File: config.mk
export PLATFORM = sky130hd
export DESIGN_NAME = retransmit_ring_queue_flat
export DESIGN_NICKNAME = d
export VERILOG_FILES = /design/src/rtl/rrq_pkg.sv /design/src/rtl/rrq_in_if.sv /design/src/rtl/rrq_out_if.sv /design/src/rtl/retransmit_ring_queue.sv /design/src/rtl/rrq_store.sv /design/src/rtl/rrq_ctrl.sv /design/src/flat_wrapper.sv
export VERILOG_INCLUDE_DIRS = /design/src /design/src/rtl
export SDC_FILE = /design/constraint.sdc
export NUM_CORES = 2
export LEC_CHECK = 0
export ABC_AREA = 0
export BUFFER_PORTS_ARGS = -buffer_cell sky130_fd_sc_hd__clkbuf_2
export CORE_MARGIN = 2
export CORE_UTILIZATION = 30
export CTS_BUF_LIST = sky130_fd_sc_hd__clkbuf_8
export CTS_CLUSTER_DIAMETER = 100
export DETAILED_ROUTE_END_ITERATION = 8
export PLACE_DENSITY_LB_ADDON = 0.3
export RECOVER_POWER = 100
export SYNTH_ARGS = -nofsm -noshare
export SYNTH_HDL_FRONTEND = slang
export SYNTH_SLANG_ARGS = --single-unit
export TNS_END_PERCENT = 5
File: constraint.sdc
create_clock -name clk -period 9.6 [get_ports clk]
set_input_delay 2.88 -clock clk [delete_from_list [all_inputs] [get_ports clk]]
set_output_delay 2.88 -clock clk [all_outputs]
set_load 0.05 [all_outputs]
File: src/rtl/assert_macros.svh
// ---------------------------------------------------------------------------
// assert_macros.svh
// Assertion macros for the RTL. Define ASSERT_OFF to compile them out.
// ---------------------------------------------------------------------------
`ifndef ASSERT_MACROS_SVH
`define ASSERT_MACROS_SVH

`ifndef ASSERT_OFF

// Checked at every rising edge, disabled while reset is asserted.
`define RRQ_ASSERT(lbl, clk, rst_n, prop, msg) \
  lbl: assert property (@(posedge clk) disable iff (!rst_n) prop) else $error(msg);

// Checked at every rising edge, reset included.
`define RRQ_ASSERT_ALWAYS(lbl, clk, prop, msg) \
  lbl: assert property (@(posedge clk) prop) else $error(msg);

`else

`define RRQ_ASSERT(lbl, clk, rst_n, prop, msg)
`define RRQ_ASSERT_ALWAYS(lbl, clk, prop, msg)

`endif

`endif

File: src/rtl/rrq_pkg.sv
// ---------------------------------------------------------------------------
// rrq_pkg
// Shared types and codes of the retransmit ring queue.
// ---------------------------------------------------------------------------
`default_nettype none

package rrq_pkg;

  localparam int SEQ_W     = 16;
  localparam int DATA_W    = 32;
  localparam int OUT_CNT_W = 7;
  localparam int PAY_EXT_W = 48;

  // Command codes of an input item.
  typedef enum logic [1:0] {
    CMD_PUSH   = 2'd0,
    CMD_ACK    = 2'd1,
    CMD_LOOKUP = 2'd2,
    CMD_NOP    = 2'd3
  } cmd_t;

  // Status codes of a result item.
  typedef enum logic [1:0] {
    ST_OK        = 2'd0,
    ST_FULL      = 2'd1,
    ST_NOT_FOUND = 2'd2,
    ST_EMPTY     = 2'd3
  } status_t;

  // One input item.
  typedef struct packed {
    logic [1:0]        command;
    logic [SEQ_W-1:0]  seq_number;
    logic [DATA_W-1:0] payload_word;
  } item_t;

  // One result item.
  typedef struct packed {
    logic [1:0]           status;
    logic [DATA_W-1:0]    found_payload;
    logic [OUT_CNT_W-1:0] released_count;
    logic [OUT_CNT_W-1:0] occupancy;
    logic [OUT_CNT_W-1:0] window_limit;
  } result_t;

endpackage

`default_nettype wire

File: src/rtl/rrq_in_if.sv
// ---------------------------------------------------------------------------
// rrq_in_if
// Input channel: command items with valid/ready handshake.
// ---------------------------------------------------------------------------
`default_nettype none

interface rrq_in_if;
  logic                       valid;
  logic                       ready;
  logic [1:0]                 command;
  logic [rrq_pkg::SEQ_W-1:0]  seq_number;
  logic [rrq_pkg::DATA_W-1:0] payload_word;

  modport source (output valid, output command, output seq_number,
                  output payload_word, input ready);
  modport sink   (input valid, input command, input seq_number,
                  input payload_word, output ready);
endinterface

`default_nettype wire

File: src/rtl/rrq_out_if.sv
// ---------------------------------------------------------------------------
// rrq_out_if
// Result channel: one result item per command, valid/ready handshake.
// ---------------------------------------------------------------------------
`default_nettype none

interface rrq_out_if;
  logic                          valid;
  logic                          ready;
  logic [1:0]                    status;
  logic [rrq_pkg::DATA_W-1:0]    found_payload;
  logic [rrq_pkg::OUT_CNT_W-1:0] released_count;
  logic [rrq_pkg::OUT_CNT_W-1:0] occupancy;
  logic [rrq_pkg::OUT_CNT_W-1:0] window_limit;

  modport source (output valid, output status, output found_payload,
                  output released_count, output occupancy,
                  output window_limit, input ready);
  modport sink   (input valid, input status, input found_payload,
                  input released_count, input occupancy,
                  input window_limit, output ready);
endinterface

`default_nettype wire

File: src/rtl/retransmit_ring_queue.sv
// ---------------------------------------------------------------------------
// retransmit_ring_queue
// Sender-side retransmission ring: push, cumulative ack release and lookup
// by sequence number over packets kept in a single-port-read memory.
// ---------------------------------------------------------------------------
//
//   Channel   Dir  Handshake     Contents
//   in_chan   in   valid/ready   command, seq_number, payload_word
//   out_chan  out  valid/ready   status, found_payload, released_count,
//                                occupancy, window_limit
//
// Push, the unused command and an ack or lookup on an empty queue go from
// accept straight to the result state. An ack examines entries from the head
// until one is not released or the queue empties; a lookup examines entries
// from the head until a match, bounded by the occupancy. The walk is set by
// the store's single read port, one entry per cycle. One item is in work at
// a time; a new item is accepted while the previous result waits in the
// output register. Reset is synchronous; the store needs no clearing pass,
// since only entries between head and tail are read.
`default_nettype none

`include "assert_macros.svh"

module retransmit_ring_queue #(
  parameter int CAPACITY       = 64,
  parameter int INITIAL_WINDOW = 1,
  parameter int PAYLOAD_WIDTH  = 32
) (
  input wire logic  clk,
  input wire logic  rst_n,
  rrq_in_if.sink    in_chan,
  rrq_out_if.source out_chan
);

  localparam int IDX_W = $clog2(CAPACITY);

  rrq_pkg::item_t   in_item;
  rrq_pkg::result_t res;
  rrq_pkg::result_t out_r;
  logic             out_valid_r;
  logic             in_ready;
  logic             res_valid;
  logic             res_ready;

  logic                      wr_en;
  logic [IDX_W-1:0]          wr_addr;
  logic [rrq_pkg::SEQ_W-1:0] wr_seq;
  logic [PAYLOAD_WIDTH-1:0]  wr_pay;
  logic [IDX_W-1:0]          rd_addr;
  logic [rrq_pkg::SEQ_W-1:0] rd_seq;
  logic [PAYLOAD_WIDTH-1:0]  rd_pay;

  // Input item unpacked from the channel.
  assign in_item.command      = in_chan.command;
  assign in_item.seq_number   = in_chan.seq_number;
  assign in_item.payload_word = in_chan.payload_word;
  assign in_chan.ready        = in_ready;

  rrq_ctrl #(
    .CAPACITY       (CAPACITY),
    .INITIAL_WINDOW (INITIAL_WINDOW),
    .PAYLOAD_WIDTH  (PAYLOAD_WIDTH)
  ) u_ctrl (
    .clk       (clk),
    .rst_n     (rst_n),
    .in_valid  (in_chan.valid),
    .in_item   (in_item),
    .in_ready  (in_ready),
    .res_valid (res_valid),
    .res       (res),
    .res_ready (res_ready),
    .wr_en     (wr_en),
    .wr_addr   (wr_addr),
    .wr_seq    (wr_seq),
    .wr_pay    (wr_pay),
    .rd_addr   (rd_addr),
    .rd_seq    (rd_seq),
    .rd_pay    (rd_pay)
  );

  rrq_store #(
    .DEPTH (CAPACITY),
    .PAY_W (PAYLOAD_WIDTH)
  ) u_store (
    .clk     (clk),
    .wr_en   (wr_en),
    .wr_addr (wr_addr),
    .wr_seq  (wr_seq),
    .wr_pay  (wr_pay),
    .rd_addr (rd_addr),
    .rd_seq  (rd_seq),
    .rd_pay  (rd_pay)
  );

  // Output register: loads when empty or when its item is taken this cycle.
  assign res_ready = !out_valid_r || out_chan.ready;

  always_ff @(posedge clk) begin
    if (!rst_n) begin
      out_valid_r <= 1'b0;
    end else if (res_ready) begin
      out_valid_r <= res_valid;
    end
  end

  always_ff @(posedge clk) begin
    if (res_valid && res_ready) begin
      out_r <= res;
    end
  end

  assign out_chan.valid          = out_valid_r;
  assign out_chan.status         = out_r.status;
  assign out_chan.found_payload  = out_r.found_payload;
  assign out_chan.released_count = out_r.released_count;
  assign out_chan.occupancy      = out_r.occupancy;
  assign out_chan.window_limit   = out_r.window_limit;

  // The controller never offers input readiness while it holds a result.
  `RRQ_ASSERT(a_ready_excl_done, clk, rst_n, in_ready |-> !res_valid, "ready while result pending")
  // An accepted item keeps the input closed on the next cycle.
  `RRQ_ASSERT(a_busy_after_accept, clk, rst_n, (in_chan.valid && in_ready) |=> !in_ready, "input reopened")
  // A result handed to the output register appears on the result channel.
  `RRQ_ASSERT(a_result_loaded, clk, rst_n, (res_valid && res_ready) |=> out_chan.valid, "result lost")

endmodule

`default_nettype wire

File: src/rtl/rrq_store.sv
// ---------------------------------------------------------------------------
// rrq_store
// Packet store: one write port, one read port with registered read data.
// ---------------------------------------------------------------------------
`default_nettype none

module rrq_store #(
  parameter int DEPTH = 64,
  parameter int PAY_W = 32
) (
  input  wire logic                      clk,
  input  wire logic                      wr_en,
  input  wire logic [$clog2(DEPTH)-1:0]  wr_addr,
  input  wire logic [rrq_pkg::SEQ_W-1:0] wr_seq,
  input  wire logic [PAY_W-1:0]          wr_pay,
  input  wire logic [$clog2(DEPTH)-1:0]  rd_addr,
  output logic      [rrq_pkg::SEQ_W-1:0] rd_seq,
  output logic      [PAY_W-1:0]          rd_pay
);

  localparam int ENTRY_W = rrq_pkg::SEQ_W + PAY_W;

  logic [ENTRY_W-1:0] mem_r [DEPTH];
  logic [ENTRY_W-1:0] rd_data_r;

  // Write and registered read; a push to an empty queue reads the entry it
  // writes in the same cycle, but that read data is never used.
  always_ff @(posedge clk) begin
    if (wr_en) begin
      mem_r[wr_addr] <= {wr_seq, wr_pay};
    end
    rd_data_r <= mem_r[rd_addr];
  end

  assign rd_seq = rd_data_r[ENTRY_W-1:PAY_W];
  assign rd_pay = rd_data_r[PAY_W-1:0];

endmodule

`default_nettype wire

File: src/rtl/rrq_ctrl.sv
// ---------------------------------------------------------------------------
// rrq_ctrl
// Queue controller: ring pointers, counts and the walk over stored entries.
// ---------------------------------------------------------------------------
`default_nettype none

module rrq_ctrl #(
  parameter int CAPACITY       = 64,
  parameter int INITIAL_WINDOW = 1,
  parameter int PAYLOAD_WIDTH  = 32
) (
  input  wire logic                         clk,
  input  wire logic                         rst_n,
  // Input item
  input  wire logic                         in_valid,
  input  wire rrq_pkg::item_t               in_item,
  output logic                              in_ready,
  // Finished result
  output logic                              res_valid,
  output rrq_pkg::result_t                  res,
  input  wire logic                         res_ready,
  // Store ports
  output logic                              wr_en,
  output logic [$clog2(CAPACITY)-1:0]       wr_addr,
  output logic [rrq_pkg::SEQ_W-1:0]         wr_seq,
  output logic [PAYLOAD_WIDTH-1:0]          wr_pay,
  output logic [$clog2(CAPACITY)-1:0]       rd_addr,
  input  wire logic [rrq_pkg::SEQ_W-1:0]    rd_seq,
  input  wire logic [PAYLOAD_WIDTH-1:0]     rd_pay
);

  localparam int IDX_W   = $clog2(CAPACITY);
  localparam int CNT_W   = $clog2(CAPACITY + 1);
  localparam int WIN_MAX = (INITIAL_WINDOW > CAPACITY) ? INITIAL_WINDOW : CAPACITY;
  localparam int WIN_W   = $clog2(WIN_MAX + 1);
  localparam int OW      = rrq_pkg::OUT_CNT_W;

  localparam logic [IDX_W-1:0] LAST_IDX = IDX_W'(CAPACITY - 1);
  localparam logic [CNT_W-1:0] CAP_CNT  = CNT_W'(CAPACITY);
  localparam logic [WIN_W-1:0] CAP_WIN  = WIN_W'(CAPACITY);
  localparam logic [WIN_W-1:0] INIT_WIN = WIN_W'(INITIAL_WINDOW);
  localparam logic [CNT_W-1:0] ONE_CNT  = CNT_W'(1);

  typedef enum logic [1:0] {
    S_IDLE,
    S_ACK,
    S_LOOK,
    S_DONE
  } state_t;

  state_t                     state_r, state_nxt;
  logic [IDX_W-1:0]           head_r, head_nxt;
  logic [IDX_W-1:0]           tail_r, tail_nxt;
  logic [CNT_W-1:0]           count_r, count_nxt;
  logic [WIN_W-1:0]           window_r, window_nxt;

  logic [rrq_pkg::SEQ_W-1:0]  key_r, key_nxt;
  logic [IDX_W-1:0]           scan_r, scan_nxt;
  logic [CNT_W-1:0]           remain_r, remain_nxt;
  logic [CNT_W-1:0]           released_r, released_nxt;
  logic [1:0]                 status_r, status_nxt;
  logic [rrq_pkg::DATA_W-1:0] found_r, found_nxt;

  logic [rrq_pkg::PAY_EXT_W-1:0] in_pay_ext;
  logic [rrq_pkg::PAY_EXT_W-1:0] rd_pay_ext;
  logic [CNT_W+OW-1:0]           released_ext;
  logic [CNT_W+OW-1:0]           count_ext;
  logic [WIN_W+OW-1:0]           window_ext;

  function automatic logic [IDX_W-1:0] next_idx(input logic [IDX_W-1:0] idx);
    next_idx = (idx == LAST_IDX) ? '0 : idx + IDX_W'(1);
  endfunction

  assign in_pay_ext = rrq_pkg::PAY_EXT_W'(in_item.payload_word);
  assign rd_pay_ext = rrq_pkg::PAY_EXT_W'(rd_pay);

  // Next-state logic. The read address always points at the entry whose data
  // is needed in the following cycle, so a walk examines one entry per cycle.
  always_comb begin
    state_nxt    = state_r;
    head_nxt     = head_r;
    tail_nxt     = tail_r;
    count_nxt    = count_r;
    window_nxt   = window_r;
    key_nxt      = key_r;
    scan_nxt     = scan_r;
    remain_nxt   = remain_r;
    released_nxt = released_r;
    status_nxt   = status_r;
    found_nxt    = found_r;
    wr_en        = 1'b0;
    wr_addr      = tail_r;
    wr_seq       = in_item.seq_number;
    wr_pay       = in_pay_ext[PAYLOAD_WIDTH-1:0];
    rd_addr      = head_r;

    unique case (state_r)
      S_IDLE: begin
        if (in_valid) begin
          key_nxt      = in_item.seq_number;
          scan_nxt     = head_r;
          remain_nxt   = count_r;
          released_nxt = '0;
          found_nxt    = '0;
          status_nxt   = rrq_pkg::ST_OK;
          state_nxt    = S_DONE;
          unique case (rrq_pkg::cmd_t'(in_item.command))
            rrq_pkg::CMD_PUSH: begin
              if (count_r == CAP_CNT) begin
                status_nxt = rrq_pkg::ST_FULL;
              end else begin
                wr_en     = 1'b1;
                tail_nxt  = next_idx(tail_r);
                count_nxt = count_r + ONE_CNT;
              end
            end
            rrq_pkg::CMD_ACK: begin
              if (count_r == '0) begin
                status_nxt = rrq_pkg::ST_EMPTY;
              end else begin
                state_nxt = S_ACK;
              end
            end
            rrq_pkg::CMD_LOOKUP: begin
              if (count_r == '0) begin
                status_nxt = rrq_pkg::ST_EMPTY;
              end else begin
                state_nxt = S_LOOK;
              end
            end
            rrq_pkg::CMD_NOP: begin
              status_nxt = rrq_pkg::ST_OK;
            end
          endcase
        end
      end

      // Release from the head while its seqnum is nonzero and below the ack.
      S_ACK: begin
        rd_addr = next_idx(head_r);
        if ((rd_seq < key_r) && (rd_seq != '0)) begin
          head_nxt     = next_idx(head_r);
          count_nxt    = count_r - ONE_CNT;
          released_nxt = released_r + ONE_CNT;
          if ((window_r > WIN_W'(count_nxt)) && (window_r < CAP_WIN)) begin
            window_nxt = window_r + WIN_W'(1);
          end
          if (count_r == ONE_CNT) begin
            state_nxt = S_DONE;
          end
        end else begin
          state_nxt = S_DONE;
        end
      end

      // Walk from the head over all held entries until a seqnum matches.
      S_LOOK: begin
        rd_addr = next_idx(scan_r);
        if (rd_seq == key_r) begin
          found_nxt = rd_pay_ext[rrq_pkg::DATA_W-1:0];
          state_nxt = S_DONE;
        end else if (remain_r == ONE_CNT) begin
          status_nxt = rrq_pkg::ST_NOT_FOUND;
          state_nxt  = S_DONE;
        end else begin
          scan_nxt   = next_idx(scan_r);
          remain_nxt = remain_r - ONE_CNT;
        end
      end

      S_DONE: begin
        if (res_ready) begin
          state_nxt = S_IDLE;
        end
      end

      default: begin
        state_nxt = S_IDLE;
      end
    endcase
  end

  // Control state.
  always_ff @(posedge clk) begin
    if (!rst_n) begin
      state_r  <= S_IDLE;
      head_r   <= '0;
      tail_r   <= '0;
      count_r  <= '0;
      window_r <= INIT_WIN;
    end else begin
      state_r  <= state_nxt;
      head_r   <= head_nxt;
      tail_r   <= tail_nxt;
      count_r  <= count_nxt;
      window_r <= window_nxt;
    end
  end

  // Per-item working registers.
  always_ff @(posedge clk) begin
    key_r      <= key_nxt;
    scan_r     <= scan_nxt;
    remain_r   <= remain_nxt;
    released_r <= released_nxt;
    status_r   <= status_nxt;
    found_r    <= found_nxt;
  end

  // Result fields, counts reported modulo 128.
  assign released_ext = (CNT_W + OW)'(released_r);
  assign count_ext    = (CNT_W + OW)'(count_r);
  assign window_ext   = (WIN_W + OW)'(window_r);

  assign in_ready           = (state_r == S_IDLE);
  assign res_valid          = (state_r == S_DONE);
  assign res.status         = status_r;
  assign res.found_payload  = found_r;
  assign res.released_count = released_ext[OW-1:0];
  assign res.occupancy      = count_ext[OW-1:0];
  assign res.window_limit   = window_ext[OW-1:0];

endmodule

`default_nettype wire

File: src/flat_wrapper.sv
// flat-port wrapper written by rule: the top's interface ports become plain ports
module retransmit_ring_queue_flat 
#(
  parameter int CAPACITY       = 64,
  parameter int INITIAL_WINDOW = 1,
  parameter int PAYLOAD_WIDTH  = 32
)
  (clk, rst_n, in_chan_valid, in_chan_command, in_chan_seq_number, in_chan_payload_word, in_chan_ready, out_chan_valid, out_chan_status, out_chan_found_payload, out_chan_released_count, out_chan_occupancy, out_chan_window_limit, out_chan_ready);
  rrq_in_if in_chan_i ();
  rrq_out_if out_chan_i ();
  input wire logic clk;
  input wire logic rst_n;
  input wire logic [$bits(in_chan_i.valid)-1:0] in_chan_valid;
  input wire logic [$bits(in_chan_i.command)-1:0] in_chan_command;
  input wire logic [$bits(in_chan_i.seq_number)-1:0] in_chan_seq_number;
  input wire logic [$bits(in_chan_i.payload_word)-1:0] in_chan_payload_word;
  output wire logic [$bits(in_chan_i.ready)-1:0] in_chan_ready;
  output wire logic [$bits(out_chan_i.valid)-1:0] out_chan_valid;
  output wire logic [$bits(out_chan_i.status)-1:0] out_chan_status;
  output wire logic [$bits(out_chan_i.found_payload)-1:0] out_chan_found_payload;
  output wire logic [$bits(out_chan_i.released_count)-1:0] out_chan_released_count;
  output wire logic [$bits(out_chan_i.occupancy)-1:0] out_chan_occupancy;
  output wire logic [$bits(out_chan_i.window_limit)-1:0] out_chan_window_limit;
  input wire logic [$bits(out_chan_i.ready)-1:0] out_chan_ready;
  assign in_chan_i.valid = in_chan_valid;
  assign in_chan_i.command = in_chan_command;
  assign in_chan_i.seq_number = in_chan_seq_number;
  assign in_chan_i.payload_word = in_chan_payload_word;
  assign in_chan_ready = in_chan_i.ready;
  assign out_chan_valid = out_chan_i.valid;
  assign out_chan_status = out_chan_i.status;
  assign out_chan_found_payload = out_chan_i.found_payload;
  assign out_chan_released_count = out_chan_i.released_count;
  assign out_chan_occupancy = out_chan_i.occupancy;
  assign out_chan_window_limit = out_chan_i.window_limit;
  assign out_chan_i.ready = out_chan_ready;
  retransmit_ring_queue #(.CAPACITY(CAPACITY), .INITIAL_WINDOW(INITIAL_WINDOW), .PAYLOAD_WIDTH(PAYLOAD_WIDTH)) u_core (.clk(clk), .rst_n(rst_n), .in_chan(in_chan_i), .out_chan(out_chan_i));
endmodule
==> metrics.md <==
| Metric | Value |
|---|---|
| Violated checks | max-capacitance violations, max-slew violations |
| EDFF count, synth | 3197 |
| Crit start category | input port |
| Synth area leaders | edfxtp_1 (76%), mux4_2 (6.8%), nand2_1 (4.4%) |
| Area share of the largest cell type after synthesis | 75.6% |
| Initial antenna violation count | 49 |
| Final Wtd Congestion | 0.831 |
| Final wirelength | 370000 µm |
| Inserted Clock Buffers | 538 |
| Largest family of logic cells by synthesized area | multiplexers |
| Outcome | complete, but fails checks |
| Final setup vio count | 0 |
| Largest net degree at the start of global routing | between 150 and 200 |
| Final ANT Viol Nets | 0 |
| Iteration-0 DRC Markers | 8296 |
| CP max FO | 29 |
| Crit path capture type | flip-flop |
| Register area share after synthesis | 76.8% |
| Vias in the first global route | about 70000 |
| Syn Nets | 7661 |
| Leading cell type in the layout, fill and taps excluded | edfxtp_1 |
| Sw Pwr | around 13 mW |
| Min-delay worst type | reg -> reg |
| CTS tree | yes |
| # DRC | 0 |
| Synthesized area | 127000 µm² |
| Total congestion overflow | 0 |
| Register-to-Register Path Depth | 12 |
| Seq pwr share | 43.2% |
| IO Port Bufs | between 100 and 150 |
| RSZ-0062 raised after global routing | false |
| Post-synth cell types | between 70 and 80 |
| Main synth FF type | edfxtp_1 |
| HPWL Detailed | 219000 µm |
| VDD IR-drop max | 286 µV |
| Die width | 655 µm |
| Synth area leader | edfxtp_1 |
| DRT Pass-1 Iters | 6 |
| I/O Pins | ~110 |
| Adder-cell share of the synthesized area | 0.394% |
| FILL cells | 40400 |
| Worst Tran Pin Value | about 4.2 ns |
| Worst hold stages | 0 |
| Post-Synth XOR/XNOR Area | 0.179% |
| Root buf cell | clkbuf_8 |
| Setup TNS | 0 ns |
| Drt via density | 5.05 |
| Clock group share of total power | just under 30% |
| Pwr Density | approximately 270 nW/µm² |
| Max_slew headroom | -180% |
| Post-CTS Setup Inserts | 0 |
| Vias | roughly 71000 |
| Fin. max-slew vios | 4197 |
| Synth Area in Compound Gates | between 3 and 4% |
| #FFs+latches synth | 3274 |
| Final net count | 8070 |
| Final core utilization | 34.2% |
| Layout cells sized above 1 | between 10% and 20% |
| WL per Instance | 26.4 µm |
| Post-CTS sizing | 0 |
| Worst r2r src | u_core.u_ctrl.state_r[1]$_SDFFE_PN0P_ |
| Total die area | around 430000 µm² |
| # hold bufs at CTS | 0 |
| R2R setup slack | 2.16 ns |
| Critical-path cell list | clkbuf_1, and2_0, nand3_1, or3_1, nor2_1, buf_4 |
| Std cell rows | 238 |
| Min cycle time layout | 7.86 ns |
| Clock Path Buffers | 4 |
| H-tree depth | 6 |
| Clock Sinks | 3274 |
| Critical path's slowest cell | nor2_1 |
| Core Footprint | approximately 420000 µm² |
| Post-synth ARST share | 0% |
| Switch share | around 33% |
| Yosys warns | 0 |
| Highest clock rate | about 130 MHz |
| Placed cell count | 13100 |
| Critical path class | in -> reg |
| FF-to-FF End | u_core.u_store.rd_data_r[3]$_DFF_P_ |
| Mux contribution to synthesized area | 8.74% |
| Max incr delay on CP | around 2.2 ns |
| Clock Skew | 0.0820 ns |
| P_leak | 46.7 nW |
| Max Cap Viol | just over 100 |
| Layout area overhead | 13.2% |
| Worst-path clk slew | 0.06 ns |
| Post-Synthesis Cells | 7567 |
| Hold path start | u_core.u_ctrl.found_r[14]$_SDFFCE_PP0P_ |
| Final Cycle Share | 81.9% |
| First-pass GRT wire length | 519000 µm |
| Starting Density | 30.2% |
| Crit path DAT | 8.49 ns |
| Hold Path End | u_core.out_chan.found_payload[14]$_DFFE_PP_ |
| Comb pwr share | 27.7% |
| Height of the die | between 600 and 700 µm |
| Final Hold Viols | 0 |
| Post-synthesis simple-gate area fraction | a little over 8% |
| Commonest non-fill, non-tap cells in the layout | edfxtp_1 (3197), nand2_1 (1490), clkbuf_8 (568), nand3_1 (467), mux4_2 (384) |
| Internal power | 25.6 mW |
| Avg Cell Area, Syn | 16.8 µm² |
| Clk Latency, worst-skew pair | 1.06 ns |
| WP data required | 10.23 ns |
| Final std cells w/o fill | 14000 |
| Overall Global Routing Usage | 16.7% |
-- critical path: cells and delay by family --
family        cells  cell delay, ns
simple gates      4            4.58
buf+inv           2            0.96
-- worst max-delay path by stage --
stage	start	endpoint	slack, ns	cells after the start
CTS	in_chan_valid	u_core.u_store.mem_r[36][46]$_DFFE_PP_	3.31	7
global route	in_chan_valid	u_core.u_store.mem_r[23][24]$_DFFE_PP_	1.56	9
detailed placement	in_chan_valid	u_core.u_store.mem_r[36][1]$_DFFE_PP_	2.21	7
finish	in_chan_valid	u_core.u_store.mem_r[42][10]$_DFFE_PP_	1.74	6
floorplan	in_chan_valid	u_core.u_store.mem_r[41][0]$_DFFE_PP_	0.54	5
global placement	in_chan_valid	u_core.u_store.mem_r[36][1]$_DFFE_PP_	2.24	7
-- area by class of cell --
cell class / count / area [µm²] / area share, %
sequential: 3274 / 97500 / 67.8
multi-input combinational: 3806 / 27600 / 19.2
clock buffer: 568 / 7820 / 5.44
tap: 5640 / 7060 / 4.91
timing repair buffer: 321 / 2000 / 1.39
clock inverter: 350 / 1620 / 1.13
inverter: 35 / 131 / 0.0914
antenna: 13 / 32.5 / 0.0226
-- cell families after synthesis --
group / after synthesis
flip-flops: 3274
AND/OR/NAND/NOR: 2398
AO/OA/AOI/OAI: 717
multiplexers: 625
buffers and inverters: 487
adder cells (fa/ha/maj): 40
XOR/XNOR: 26
-- metrics by stage --
stage                     hold WS [ns]  cell area (µm²)  setup WS [ns]  power, mW
after floorplan                  0.400           127000          0.543       23.7
after global placement           0.408           135000           2.24       27.3
after detailed placement         0.405           135000           2.21       27.4
after CTS                        0.404           145000           3.31       38.5
after global routing             0.419           144000           1.56       39.8
final                            0.416           144000           1.74       38.1
-- sequential cells by signal, summed over array words and instances (netlist names), 7 cells and up --
name / flops
u_core.out_chan.released_count: 7
u_core.out_chan.window_limit: 7
u_core.u_store.mem_r: 3072
u_core.u_ctrl.found_r: 32
u_core.out_chan.found_payload: 32
u_core.u_ctrl.window_r: 7
u_core.u_ctrl.released_r: 7
u_core.out_chan.occupancy: 7
u_core.u_ctrl.count_r: 7
u_core.u_store.rd_data_r: 48
u_core.u_ctrl.key_r: 16
u_core.u_ctrl.remain_r: 7
-- power by group through the flow --
stage	clock network, mW	registers, mW	logic, mW
final	11.1	16.5	10.6
after global routing	12.0	16.5	11.3
after CTS	11.3	16.4	10.7
after detailed placement	0	16.7	10.7
after global placement	0	16.7	10.6
after floorplan	0	16.6	7.11
-- cells in the mapped netlist, types with 12 or more instances --
cell and count:
a211oi_1 54, a21oi_1 125, a22oi_1 24, a2bb2oi_1 33, a311oi_1 71, a31oi_1 126, and2_1 46, and3_1 180
buf_1 45, buf_2 94, buf_4 17, buf_6 24, clkbuf_1 268, dfxtp_1 77, edfxtp_1 3197, ha_1 40
inv_1 35, mux2_2 38, mux2i_1 203, mux4_2 384, nand2_1 1497, nand3_1 467, nand4_1 12, nor2_1 126
nor2b_1 16, nor3_1 14, o211a_1 33, o211ai_1 20, o21ai_0 45, o22ai_1 76, o311ai_0 33, xnor2_1 14
xor2_1 12
-- metal layers --
layer | up-vias | wire (µm) | track usage (%)
li1 | 30300 | - | -
met5 | - | 338 | 0.351
met4 | 22 | 9880 | 4.82
met3 | 583 | 37800 | 5.29
met2 | 3110 | 163000 | 24.8
met1 | 36700 | 159000 | 23.4
Power figures use the tool's default switching activity.
